[src/assert_macros.svh]
// Assertion macros used by the allocator controller.
`ifndef ASSERT_MACROS_SVH
`define ASSERT_MACROS_SVH

// Same-cycle implication, checked on every rising edge outside reset.
`define SCBA_ASSERT_NOW(label, clk, rst, ante, cons, msg) \
   label: assert property (@(posedge clk) disable iff (rst) (ante) |-> (cons)) \
      else $error(msg);

// Next-cycle implication, checked on every rising edge outside reset.
`define SCBA_ASSERT_NEXT(label, clk, rst, ante, cons, msg) \
   label: assert property (@(posedge clk) disable iff (rst) (ante) |=> (cons)) \
      else $error(msg);

`endif

[src/scba_pkg.sv]
// Shared types and constants of the size-class block allocator.
`default_nettype none

package scba_pkg;

   localparam int NUM_CLASSES     = 5;
   localparam int SLOTS_PER_CLASS = 8;
   localparam int CLASS_W         = 3;
   localparam int SLOT_W          = $clog2(SLOTS_PER_CLASS);
   localparam int SIZE_W          = 16;
   localparam int BYTES_W         = 9;
   localparam int LINK_W          = SLOT_W + 1;
   localparam int LINK_DEPTH      = NUM_CLASSES * SLOTS_PER_CLASS;
   localparam int ADDR_W          = CLASS_W + SLOT_W;

   // Block size of each class in bytes.
   localparam logic [BYTES_W-1:0] CLASS_BYTES [NUM_CLASSES] =
      '{9'd16, 9'd32, 9'd64, 9'd128, 9'd256};

   // Request operation codes.
   localparam logic CMD_ALLOC = 1'b0;
   localparam logic CMD_FREE  = 1'b1;

   typedef enum logic [1:0] {
      ST_IDLE,
      ST_POP,
      ST_POST
   } scba_state_type;

   // Commands from the controller to the datapath.
   typedef struct packed {
      logic accept;
      logic pop;
      logic load_out;
   } scba_cmd_type;

   // Status from the datapath to the controller.
   typedef struct packed {
      logic alloc_hit;
   } scba_stat_type;

endpackage

`default_nettype wire

[src/scba_dp.sv]
// Datapath of the allocator: list heads, link memory and result registers.
`default_nettype none

module scba_dp
   import scba_pkg::*;
(
   input  wire logic                clock,
   input  wire logic                reset,
   input  wire scba_cmd_type        cmd,
   output      scba_stat_type       stat,
   input  wire logic                req_cmd,
   input  wire logic [SIZE_W-1:0]   req_size,
   input  wire logic [CLASS_W-1:0]  req_free_class,
   input  wire logic [SLOT_W-1:0]   req_free_slot,
   output      logic                rsp_ok,
   output      logic [CLASS_W-1:0]  rsp_grant_class,
   output      logic [SLOT_W-1:0]   rsp_grant_slot
);

   logic [SLOT_W-1:0]      head_slot_ff [NUM_CLASSES];
   logic [NUM_CLASSES-1:0] head_nil_ff;
   logic [LINK_W-1:0]      link_mem [LINK_DEPTH];
   logic [LINK_DEPTH-1:0]  link_vld_ff;
   logic [LINK_W-1:0]      link_rd_ff;
   logic                   rd_vld_ff;
   logic [CLASS_W-1:0]     pop_class_ff;
   logic [SLOT_W-1:0]      pop_slot_ff;
   logic                   res_ok_ff;
   logic [CLASS_W-1:0]     res_class_ff;
   logic [SLOT_W-1:0]      res_slot_ff;
   logic                   out_ok_ff;
   logic [CLASS_W-1:0]     out_class_ff;
   logic [SLOT_W-1:0]      out_slot_ff;

   logic [NUM_CLASSES-1:0] cand;
   logic [CLASS_W-1:0]     sel_class;
   logic                   alloc_hit;
   logic                   free_ok;
   logic                   mem_we;
   logic                   mem_re;
   logic [ADDR_W-1:0]      wr_addr;
   logic [ADDR_W-1:0]      rd_addr;
   logic [LINK_W-1:0]      next_link;

   // A class is a candidate when its blocks fit the size and its list is not empty.
   always_comb begin
      for (int c = 0; c < NUM_CLASSES; c++) begin
         cand[c] = (req_size <= {{(SIZE_W-BYTES_W){1'b0}}, CLASS_BYTES[c]}) &&
                   !head_nil_ff[c];
      end
   end

   // The smallest candidate class wins.
   always_comb begin
      sel_class = '0;
      for (int c = NUM_CLASSES - 1; c >= 0; c--) begin
         if (cand[c]) begin
            sel_class = CLASS_W'(c);
         end
      end
   end

   assign alloc_hit = (req_cmd == CMD_ALLOC) && (|cand);
   assign free_ok   = (req_cmd == CMD_FREE) &&
                      (req_free_class < CLASS_W'(NUM_CLASSES));
   assign stat.alloc_hit = alloc_hit;

   assign mem_we  = cmd.accept && free_ok;
   assign mem_re  = cmd.accept && alloc_hit;
   assign wr_addr = {req_free_class, req_free_slot};
   assign rd_addr = {sel_class, head_slot_ff[sel_class]};

   // Link memory: a free writes the old head, an allocate reads the head's link.
   always_ff @(posedge clock) begin
      if (mem_we) begin
         link_mem[wr_addr] <= {head_nil_ff[req_free_class], head_slot_ff[req_free_class]};
      end
      if (mem_re) begin
         link_rd_ff   <= link_mem[rd_addr];
         rd_vld_ff    <= link_vld_ff[rd_addr];
         pop_class_ff <= sel_class;
         pop_slot_ff  <= head_slot_ff[sel_class];
      end
   end

   // Entries never written read as the chained order set up at reset.
   always_ff @(posedge clock) begin
      if (reset) begin
         link_vld_ff <= '0;
      end else if (mem_we) begin
         link_vld_ff[wr_addr] <= 1'b1;
      end
   end

   // Link of the popped slot, from memory or from the reset chain.
   always_comb begin
      if (rd_vld_ff) begin
         next_link = link_rd_ff;
      end else if (pop_slot_ff == SLOT_W'(SLOTS_PER_CLASS - 1)) begin
         next_link = {1'b1, {SLOT_W{1'b0}}};
      end else begin
         next_link = {1'b0, pop_slot_ff + SLOT_W'(1)};
      end
   end

   // List heads: a free pushes at once, an allocate pops once the link is read.
   always_ff @(posedge clock) begin
      if (reset) begin
         head_nil_ff <= '0;
         for (int c = 0; c < NUM_CLASSES; c++) begin
            head_slot_ff[c] <= '0;
         end
      end else if (mem_we) begin
         head_nil_ff[req_free_class]  <= 1'b0;
         head_slot_ff[req_free_class] <= req_free_slot;
      end else if (cmd.pop) begin
         head_nil_ff[pop_class_ff]  <= next_link[LINK_W-1];
         head_slot_ff[pop_class_ff] <= next_link[SLOT_W-1:0];
      end
   end

   // Result of the accepted request, held until the output register is free.
   always_ff @(posedge clock) begin
      if (cmd.accept) begin
         res_ok_ff    <= alloc_hit || free_ok;
         res_class_ff <= alloc_hit ? sel_class : '0;
         res_slot_ff  <= alloc_hit ? head_slot_ff[sel_class] : '0;
      end
   end

   // Output register.
   always_ff @(posedge clock) begin
      if (cmd.load_out) begin
         out_ok_ff    <= res_ok_ff;
         out_class_ff <= res_class_ff;
         out_slot_ff  <= res_slot_ff;
      end
   end

   assign rsp_ok          = out_ok_ff;
   assign rsp_grant_class = out_class_ff;
   assign rsp_grant_slot  = out_slot_ff;

endmodule

`default_nettype wire

[src/scba_ctrl.sv]
// Controller of the allocator: request sequencing and the response handshake.
`default_nettype none

`include "assert_macros.svh"

module scba_ctrl
   import scba_pkg::*;
(
   input  wire logic           clock,
   input  wire logic           reset,
   input  wire logic           req_valid,
   output      logic           req_ready,
   output      logic           rsp_valid,
   input  wire logic           rsp_ready,
   input  wire scba_stat_type  stat,
   output      scba_cmd_type   cmd
);

   scba_state_type state_ff;
   scba_state_type state_in;
   logic           rsp_valid_ff;
   logic           rsp_valid_in;
   logic           req_fire;
   logic           out_free;

   assign req_fire = req_valid && req_ready;
   assign out_free = !rsp_valid_ff || rsp_ready;

   // Next state.
   always_comb begin
      state_in = state_ff;
      case (state_ff)
         ST_IDLE: begin
            if (req_fire) begin
               state_in = stat.alloc_hit ? ST_POP : ST_POST;
            end
         end
         ST_POP: begin
            state_in = ST_POST;
         end
         ST_POST: begin
            if (out_free) begin
               state_in = ST_IDLE;
            end
         end
         default: begin
            state_in = ST_IDLE;
         end
      endcase
   end

   // Outputs and datapath commands.
   always_comb begin
      req_ready    = 1'b0;
      cmd.accept   = 1'b0;
      cmd.pop      = 1'b0;
      cmd.load_out = 1'b0;
      case (state_ff)
         ST_IDLE: begin
            req_ready  = 1'b1;
            cmd.accept = req_valid;
         end
         ST_POP: begin
            cmd.pop = 1'b1;
         end
         ST_POST: begin
            cmd.load_out = out_free;
         end
         default: begin
            req_ready = 1'b0;
         end
      endcase
   end

   // Response valid flag beside the output register.
   always_comb begin
      if (cmd.load_out) begin
         rsp_valid_in = 1'b1;
      end else if (rsp_ready) begin
         rsp_valid_in = 1'b0;
      end else begin
         rsp_valid_in = rsp_valid_ff;
      end
   end

   always_ff @(posedge clock) begin
      if (reset) begin
         state_ff     <= ST_IDLE;
         rsp_valid_ff <= 1'b0;
      end else begin
         state_ff     <= state_in;
         rsp_valid_ff <= rsp_valid_in;
      end
   end

   assign rsp_valid = rsp_valid_ff;

   `SCBA_ASSERT_NEXT(a_hit_pops, clock, reset, req_fire && stat.alloc_hit, state_ff == ST_POP, "allocate hit did not pop")
   `SCBA_ASSERT_NEXT(a_pop_posts, clock, reset, state_ff == ST_POP, state_ff == ST_POST, "pop not followed by result")
   `SCBA_ASSERT_NEXT(a_post_shows, clock, reset, cmd.load_out, rsp_valid_ff && (state_ff == ST_IDLE), "result not presented")

endmodule

`default_nettype wire

[src/size_class_block_allocator.sv]
// Size-class block allocator: five LIFO free lists of 16 to 256 byte blocks.
// An allocate that pops a list goes through ST_POP and ST_POST after the request
// is accepted; a free or a failed allocate goes straight to ST_POST.
// A new request is taken only in ST_IDLE, once the last one has gone through the
// registered link read and its response hand-over to a free output register.
// Reset: every list head returns to slot 0 and all link entries read as the
// slot-order chain again at once (per-entry valid bits), with no clearing pass.
`default_nettype none

module size_class_block_allocator
   import scba_pkg::*;
(
   input  wire logic                clock,
   input  wire logic                reset,
   input  wire logic                req_valid,
   output      logic                req_ready,
   input  wire logic                req_cmd,
   input  wire logic [SIZE_W-1:0]   req_size,
   input  wire logic [CLASS_W-1:0]  req_free_class,
   input  wire logic [SLOT_W-1:0]   req_free_slot,
   output      logic                rsp_valid,
   input  wire logic                rsp_ready,
   output      logic                rsp_ok,
   output      logic [CLASS_W-1:0]  rsp_grant_class,
   output      logic [SLOT_W-1:0]   rsp_grant_slot
);

   scba_cmd_type  cmd;
   scba_stat_type stat;

   scba_ctrl u_ctrl (
      .clock     (clock),
      .reset     (reset),
      .req_valid (req_valid),
      .req_ready (req_ready),
      .rsp_valid (rsp_valid),
      .rsp_ready (rsp_ready),
      .stat      (stat),
      .cmd       (cmd)
   );

   scba_dp u_dp (
      .clock           (clock),
      .reset           (reset),
      .cmd             (cmd),
      .stat            (stat),
      .req_cmd         (req_cmd),
      .req_size        (req_size),
      .req_free_class  (req_free_class),
      .req_free_slot   (req_free_slot),
      .rsp_ok          (rsp_ok),
      .rsp_grant_class (rsp_grant_class),
      .rsp_grant_slot  (rsp_grant_slot)
   );

endmodule

`default_nettype wire
[config.mk]
export PLATFORM = sky130hd
export DESIGN_NAME = size_class_block_allocator
export DESIGN_NICKNAME = d
export VERILOG_FILES = /design/src/scba_pkg.sv /design/src/scba_dp.sv /design/src/scba_ctrl.sv /design/src/size_class_block_allocator.sv
export VERILOG_INCLUDE_DIRS = /design/src /design/src/src
export SDC_FILE = /design/constraint.sdc
export NUM_CORES = 1
export LEC_CHECK = 0
export BUFFER_PORTS_ARGS = -buffer_cell sky130_fd_sc_hd__clkbuf_2
export CORE_AREA = 5 5 160 162
export DETAILED_ROUTE_END_ITERATION = 8
export DIE_AREA = 0 0 165 167
export GPL_TIMING_DRIVEN = 0
export PLACE_DENSITY = 0.72
export SLEW_MARGIN = 30
export SYNTH_ARGS = -nofsm -noshare
export SYNTH_HDL_FRONTEND = slang
export SYNTH_SLANG_ARGS = --single-unit
[constraint.sdc]
create_clock -name clock -period 5.2 [get_ports clock]
set_input_delay 1.56 -clock clock [delete_from_list [all_inputs] [get_ports clock]]
set_output_delay 1.56 -clock clock [all_outputs]
set_load 0.03 [all_outputs]
== After elaboration in Yosys (flattened, before gate mapping) ==
Memory sizes are Yosys's and may differ from the RTL's. A register that Yosys moved wholly into a read port is not among the register bits.
Cells that the tools add are included.

* $add $sub $neg: 1
* Order comparisons: 13
* Equal/unequal tests: 5
* Multiplexer cells: 46
* Bitwise logic cells: 4
* Reduce and logical (&&, ||, !) cells: 28

{| class="wikitable"
|+ Operators by type and width
! kind !! number
|-
| 40-bit OR || 1
|-
| 3-bit two-way mux || 9
|-
| 1-bit two-way mux || 23
|-
| 16-bit by 5-bit less-or-equal comparator with 1-bit output, second input constant || 1
|-
| 16-bit by 6-bit less-or-equal comparator with 1-bit output, second input constant || 1
|-
| 16-bit by 7-bit less-or-equal comparator with 1-bit output, second input constant || 1
|-
| 16-bit by 8-bit less-or-equal comparator with 1-bit output, second input constant || 1
|-
| 16-bit by 9-bit less-or-equal comparator with 1-bit output, second input constant || 1
|-
| 6-bit by 7-bit less-than comparator with 1-bit output, second input constant || 2
|-
| 1-bit logical AND || 13
|-
| 5-bit two-way mux || 2
|-
| 3-bit by 4-bit less-than comparator with 1-bit output, second input constant || 2
|-
| 4-bit two-way mux || 2
|-
| 1-bit binary-select mux with 6-bit select || 1
|-
| 1-bit demux with 3-bit select || 2
|-
| 1-bit demux with 6-bit select || 1
|-
| 3-bit by 1-bit >= comparator with 1-bit output, second input constant || 2
|-
| 6-bit by 1-bit >= comparator with 1-bit output, second input constant || 1
|-
| 1-bit logical NOT || 6
|-
| 2-bit two-way mux || 3
|-
| 2-bit one-hot mux with 3 select lines || 1
|-
| 3-bit OR reduction || 2
|-
| 5-bit AND || 1
|-
| 5-bit bitwise mux || 1
|-
| other kinds (14) || 17
|}

* Register bits after elaboration: 69
* Bits in writable memories: 175
* Bits of input ports: 27
* Output and inout port bits: 9
* Word-level logic and storage cells: 112
* Memories kept: 2

{| class="wikitable"
|+ Memories
! name !! depth !! bits a word !! rd ports !! clocked after memory_dff !! write ports !! line !! RTL
|-
| u_dp.link_mem || 40 || 4 || 1 || 1 || 1 || scba_dp.sv:22 || <nowiki>logic [LINK_W-1:0] link_mem [LINK_DEPTH];</nowiki>
|-
| u_dp.head_slot_ff || 5 || 3 || 2 || 0 || 5 || scba_dp.sv:20 || <nowiki>logic [SLOT_W-1:0] head_slot_ff [NUM_CLASSES];</nowiki>
|}

== Longest topological paths before layout ==
An unclocked memory read counts as a cell.

* Word-level depth: 10
* Depth in mapped cells: 15

== Modules after synthesis ==
Synthesis repeated with hierarchy kept, for this count alone.

* Cells, all modules: 960
* Area total of the unflattened synthesis: 11219.5 um^2

{| class="wikitable"
|+ By module, submodules not included
! module !! times used !! cells an instance !! area each (um^2) !! sequential area each (um^2)
|-
| scba_dp || 1 || 943 || 11068.1 || 7176.9
|-
| scba_ctrl || 1 || 17 || 151.4 || 60.1
|}

== Least setup slack after synthesis ==
No wires, ideal clock.

* Path type: input to register
* Start: in req_size[10]
* End: reg u_dp.link_rd_ff[0], read port of u_dp.link_mem (data pin)
* Arrival time: 4.480 ns
* Path slack: 0.464 ns
* Stages on the path: 13
* Cell sequence: or4_4 or3_1 buf_6 o211ai_1 o32ai_2 nor3_4 nor2_4 buf_8 buf_12 a211oi_2 a211oi_1 or4_1 o211a_1

* Cells in the longest elaborated chain, start to end: 8
* Elaborated cells between the ends (all ways): 19
* Those cells by class: order compare: 5; mux: 5; reduce/logical: 8; memory: 1

{| class="wikitable"
|+ RTL lines
! item !! line !! RTL
|-
| start: declaration || size_class_block_allocator.sv:18 || <nowiki>input wire logic [SIZE_W-1:0] req_size,</nowiki>
|-
| 16-bit by 9-bit less-or-equal comparator with 1-bit output || scba_dp.sv:48 || <nowiki>cand[c] = (req_size <= {{(SIZE_W-BYTES_W){1'b0}}, CLASS_BYTES[c]}) &&</nowiki>
|-
| 1-bit logical AND || scba_dp.sv:48 ||
|-
| 3-bit two-way mux (5 in a row) || scba_dp.sv:57 || <nowiki>if (cand[c]) begin</nowiki>
|-
| memory read 5 x 3 bit || n/a ||
|-
| end: declaration || scba_dp.sv:24 || <nowiki>logic [LINK_W-1:0] link_rd_ff;</nowiki>
|}

Parallel ways exist; a longest one is shown, timed or not.
A chain may end at the register's enable or synchronous reset.

== Worst setup path after layout ==
* Start: in req_size[10]
* End: reg u_dp.rd_vld_ff (data pin)

* Cells in the longest elaborated chain, start to end: 10
* Elaborated cells between the ends (all ways): 18
* Those cells by class: order compare: 5; mux: 7; reduce/logical: 5; memory: 1

{| class="wikitable"
|+ RTL lines
! item !! line !! RTL
|-
| 16-bit by 9-bit less-or-equal comparator with 1-bit output || scba_dp.sv:48 ||
|-
| 1-bit logical AND || scba_dp.sv:48 ||
|-
| 3-bit two-way mux (4 in a row) || scba_dp.sv:57 ||
|-
| 3-bit two-way mux * || scba_dp.sv:57 ||
|-
| memory read 5 x 3 bit * || n/a ||
|-
| named net u_dp.rd_addr[2] || scba_dp.sv:42 || <nowiki>logic [ADDR_W-1:0] rd_addr;</nowiki>
|-
| 1-bit binary-select mux with 6-bit select * || scba_dp.sv:80 || <nowiki>rd_vld_ff <= link_vld_ff[rd_addr];</nowiki>
|-
| 1-bit two-way mux (implied by the code) * || scba_dp.sv:80 ||
|-
| end signal: assignment || scba_dp.sv:80 ||
|-
| end: declaration || scba_dp.sv:25 || <nowiki>logic rd_vld_ff;</nowiki>
|}

The timed path passes the listed nets; every way through them passes the cells marked *. The select of a mux whose other input is x is not followed.

==> qor.csv <==
metric,value,unit
ANT nets after route,0,
outcome,completed,
CTS tree,done,
Iteration-0 DRC Markers,922,
mapped cell area,11700,µm²
CTS max path bufs,3,
fraction of registers with async set/reset,0,%
Mapped Nets,1012,
IO buf count,30,
# diodes,0,
worst path arrival time,5.34,ns
dominant cells by area after synthesis,"edfxtp_1 (53%), dfxtp_1 (8.2%), nor2_1 (5.3%)",
hold_buf cts,0,
Synth area leader,edfxtp_1,
fmax,197,MHz
drt first pass iters,5,
Slew headroom,39.3,%
Core ar.,24000,µm²
GPL Wtd Cong,0.960,
"Area growth, synth to finish",12.8,%
Yosys top cell area share,53.5,%
critical path required time,5.46,ns
Filler Cell Count,2066,
switching share of power,22.8,%
worst-path fanout max,10,
Peak VDD IR,0.000310,V
Synth Instances,983,
Die H,167,µm
post-synthesis average cell area,11.9,µm²
footprint of the multi-input gates,4050,µm²
element type at the critical path start,input port,
non-filler instance count after layout,1390,
Fin Clk Skew,0.0179,ns
YS warnings,0,
I/O pin cnt,36,
Comb pwr share,6.4,%
die width,165,µm
Sequential Power Share,51.5,%
Via density,6.13,
initial antenna violation count,0,
"Top FF cell, synth",edfxtp_1,
cts repair resizes,0,
DRC,0,
Max Cap Violations,0,
P per Cell Area,331,nW/µm²
Final Max Tran Viols,0,
Cell variety after synth,90,
P_leak,4.56,nW
count of final setup violators,0,
cts bufs inserted,27,
Clock power frac,42.1,%
RSZ-0062 raised after global routing,false,
Storage cell area,7240,µm²
final wirelength,31.7,mm
DP HPWL,22.2,mm
top post-synthesis cells by count,"edfxtp_1 (209), nor2_1 (166), nand2_1 (67)",
H-Tree Depth,1,
most frequent cell after synthesis,edfxtp_1,
Hold Fails Final Rpt,0,
final critical-path required period,5.08,ns
clk slew on worst S/H paths,0.06,ns
Worst Tran Pin Value,0.901,ns
Die ar.,27600,µm²
Internal Power,0.00339,W
gr usage total,23.0,%
vias in the first global route,8240,
via count,8519,
Skew-Pair Late Insertion Delay,0.55,ns
post-synthesis sequential area ratio,61.7,%
"EDFF count, synth",209,
switching component of the power,0.00100,W
pin count of the biggest net entering global routing,41,
kind of critical path,input port to register,
Final Cycle Share,97.6,%
row count,57,
# nets final,1074,
share of layout cells above drive strength 1,14.4,%
post-synthesis sequential element count,257,
# clock sinks,257,
DP Cell Count,1340,
Worst Hold Class,register to register,
CTS root buffer,clkbuf_16,
global-route wire length before repair,48.6,mm
Initial Util,49.0,%
total power,0.00439,W
WL per Instance,22.8,µm
Setup crit end kind,register,
Post-CTS Setup Repair Bufs,0,
Congestion Overflow GR,0,
-- cell families (layout without fill, tap and decap cells) --
| family | after synthesis | after routing | synth area share [%] |
|---|---|---|---|
| DFF | 257 | 257 | 61.7 |
| buffers and inverters | 69 | 152 | 4.06 |
| adders and majority gates | 2 | 2 | 0.213 |
| muxes | 45 | 45 | 4.13 |
| and+or+nand+nor | 399 | 399 | 16.4 |
| AOI/OAI and AO/OA | 211 | 211 | 13.5 |
-- routing by layer --
layer | GRT usage, % | wire [µm] | up-vias
li1 | - | - | 3845
met1 | 32.9 | 13100 | 4144
met2 | 36.5 | 14700 | 455
met3 | 3.51 | 2960 | 75
met4 | 6.40 | 915 | 0
met5 | 0 | 0 | -
-- worst max-delay path, stage by stage --
cell and delay [ns]:
clkbuf_2 0.08, or4_4 0.56, or3_1 0.38, buf_6 0.16, o22ai_4 0.26, nor3_2 0.17
o21ai_4 0.34, nand2_4 0.15, inv_6 0.10, clkbuf_8 0.17, buf_4 0.23, mux2i_1 0.34
a21boi_0 0.16, a2111oi_0 0.55, nor4_1 0.11
-- final timing paths --
kind / start / endpoint / slack [ns] / depth (start not counted)
setup reg to reg: u_dp.head_nil_ff[2] / u_dp.link_rd_ff[1] / 1.05 / 12
setup / recovery: req_size[10] / u_dp.rd_vld_ff / 0.12 / 15
hold / removal: u_dp.res_class_ff[2] / u_dp.rsp_grant_class[2] / 0.42 / 0
hold reg to reg: u_dp.res_class_ff[2] / u_dp.rsp_grant_class[2] / 0.42 / 0
-- per-stage QoR --
stage | setup slack (ns) | setup TNS (ns) | hold WS [ns] | util (%) | area (µm²)
after floorplan | 0.464 | 0 | 0.400 | - | 11700
after global placement | -1.99 | -101.35 | 0.403 | 51.3 | 12300
after detailed placement | -0.367 | -1.40 | 0.405 | 51.7 | 12400
after CTS | 0.182 | 0 | 0.417 | 55.2 | 13200
after global routing | 0.0185 | 0 | 0.425 | 55.2 | 13200
final | 0.125 | 0 | 0.418 | 55.2 | 13200
-- registers in the layout, indices dropped and copies added, names as in the netlist, 4 cells and up --
| name | count |
|---|---|
| u_dp.link_mem | 160 |
| u_dp.link_rd_ff | 4 |
| u_dp.link_vld_ff | 40 |
| u_dp.head_nil_ff | 5 |
| u_dp.head_slot_ff | 24 |
-- final cells by class --
cell class	count	share of cell area, %
Sequential cell	257	54.7
Multi-Input combinational cell	657	30.6
Clock buffer	36	5.59
Buffer	58	3.23
Tap cell	324	3.06
Timing Repair Buffer	33	1.66
Clock inverter	14	0.794
Inverter	11	0.369
-- power by group through the flow --
stage / combinational [W] / clock (W) / sequential [W]
global placement: 0.000264 / 0 / 0.00230
CTS: 0.000277 / 0.00186 / 0.00226
global route: 0.000299 / 0.00195 / 0.00226
finish: 0.000281 / 0.00185 / 0.00226
detailed placement: 0.000276 / 0 / 0.00230
floorplan: 0.000166 / 0 / 0.00230
-- cells in the final DEF, fill, tap and decap left out, types with 6 or more instances in the layout --
cell type,synthesis,routed
a2111oi_0,7,7
a211oi_1,31,31
a21boi_0,8,8
a21oi_1,37,37
a221oi_1,7,7
a22oi_1,6,6
and2_1,14,14
and3_1,20,20
buf_2,7,7
buf_6,11,11
clkbuf_1,25,31
clkbuf_16,0,27
clkbuf_2,1,31
clkbuf_8,3,6
clkinv_2,0,6
dfxtp_1,48,48
edfxtp_1,209,209
inv_1,8,8
mux2_2,7,7
mux2i_1,36,36
nand2_1,67,67
nand2b_1,10,10
nand3_1,37,37
nand3b_1,7,7
nand4_1,9,9
nor2_1,166,165
nor2b_1,17,17
nor3_1,14,14
o211ai_1,15,15
o21ai_0,26,24
or3_1,10,10
or4_1,6,6
Power figures use the tool's default switching activity.
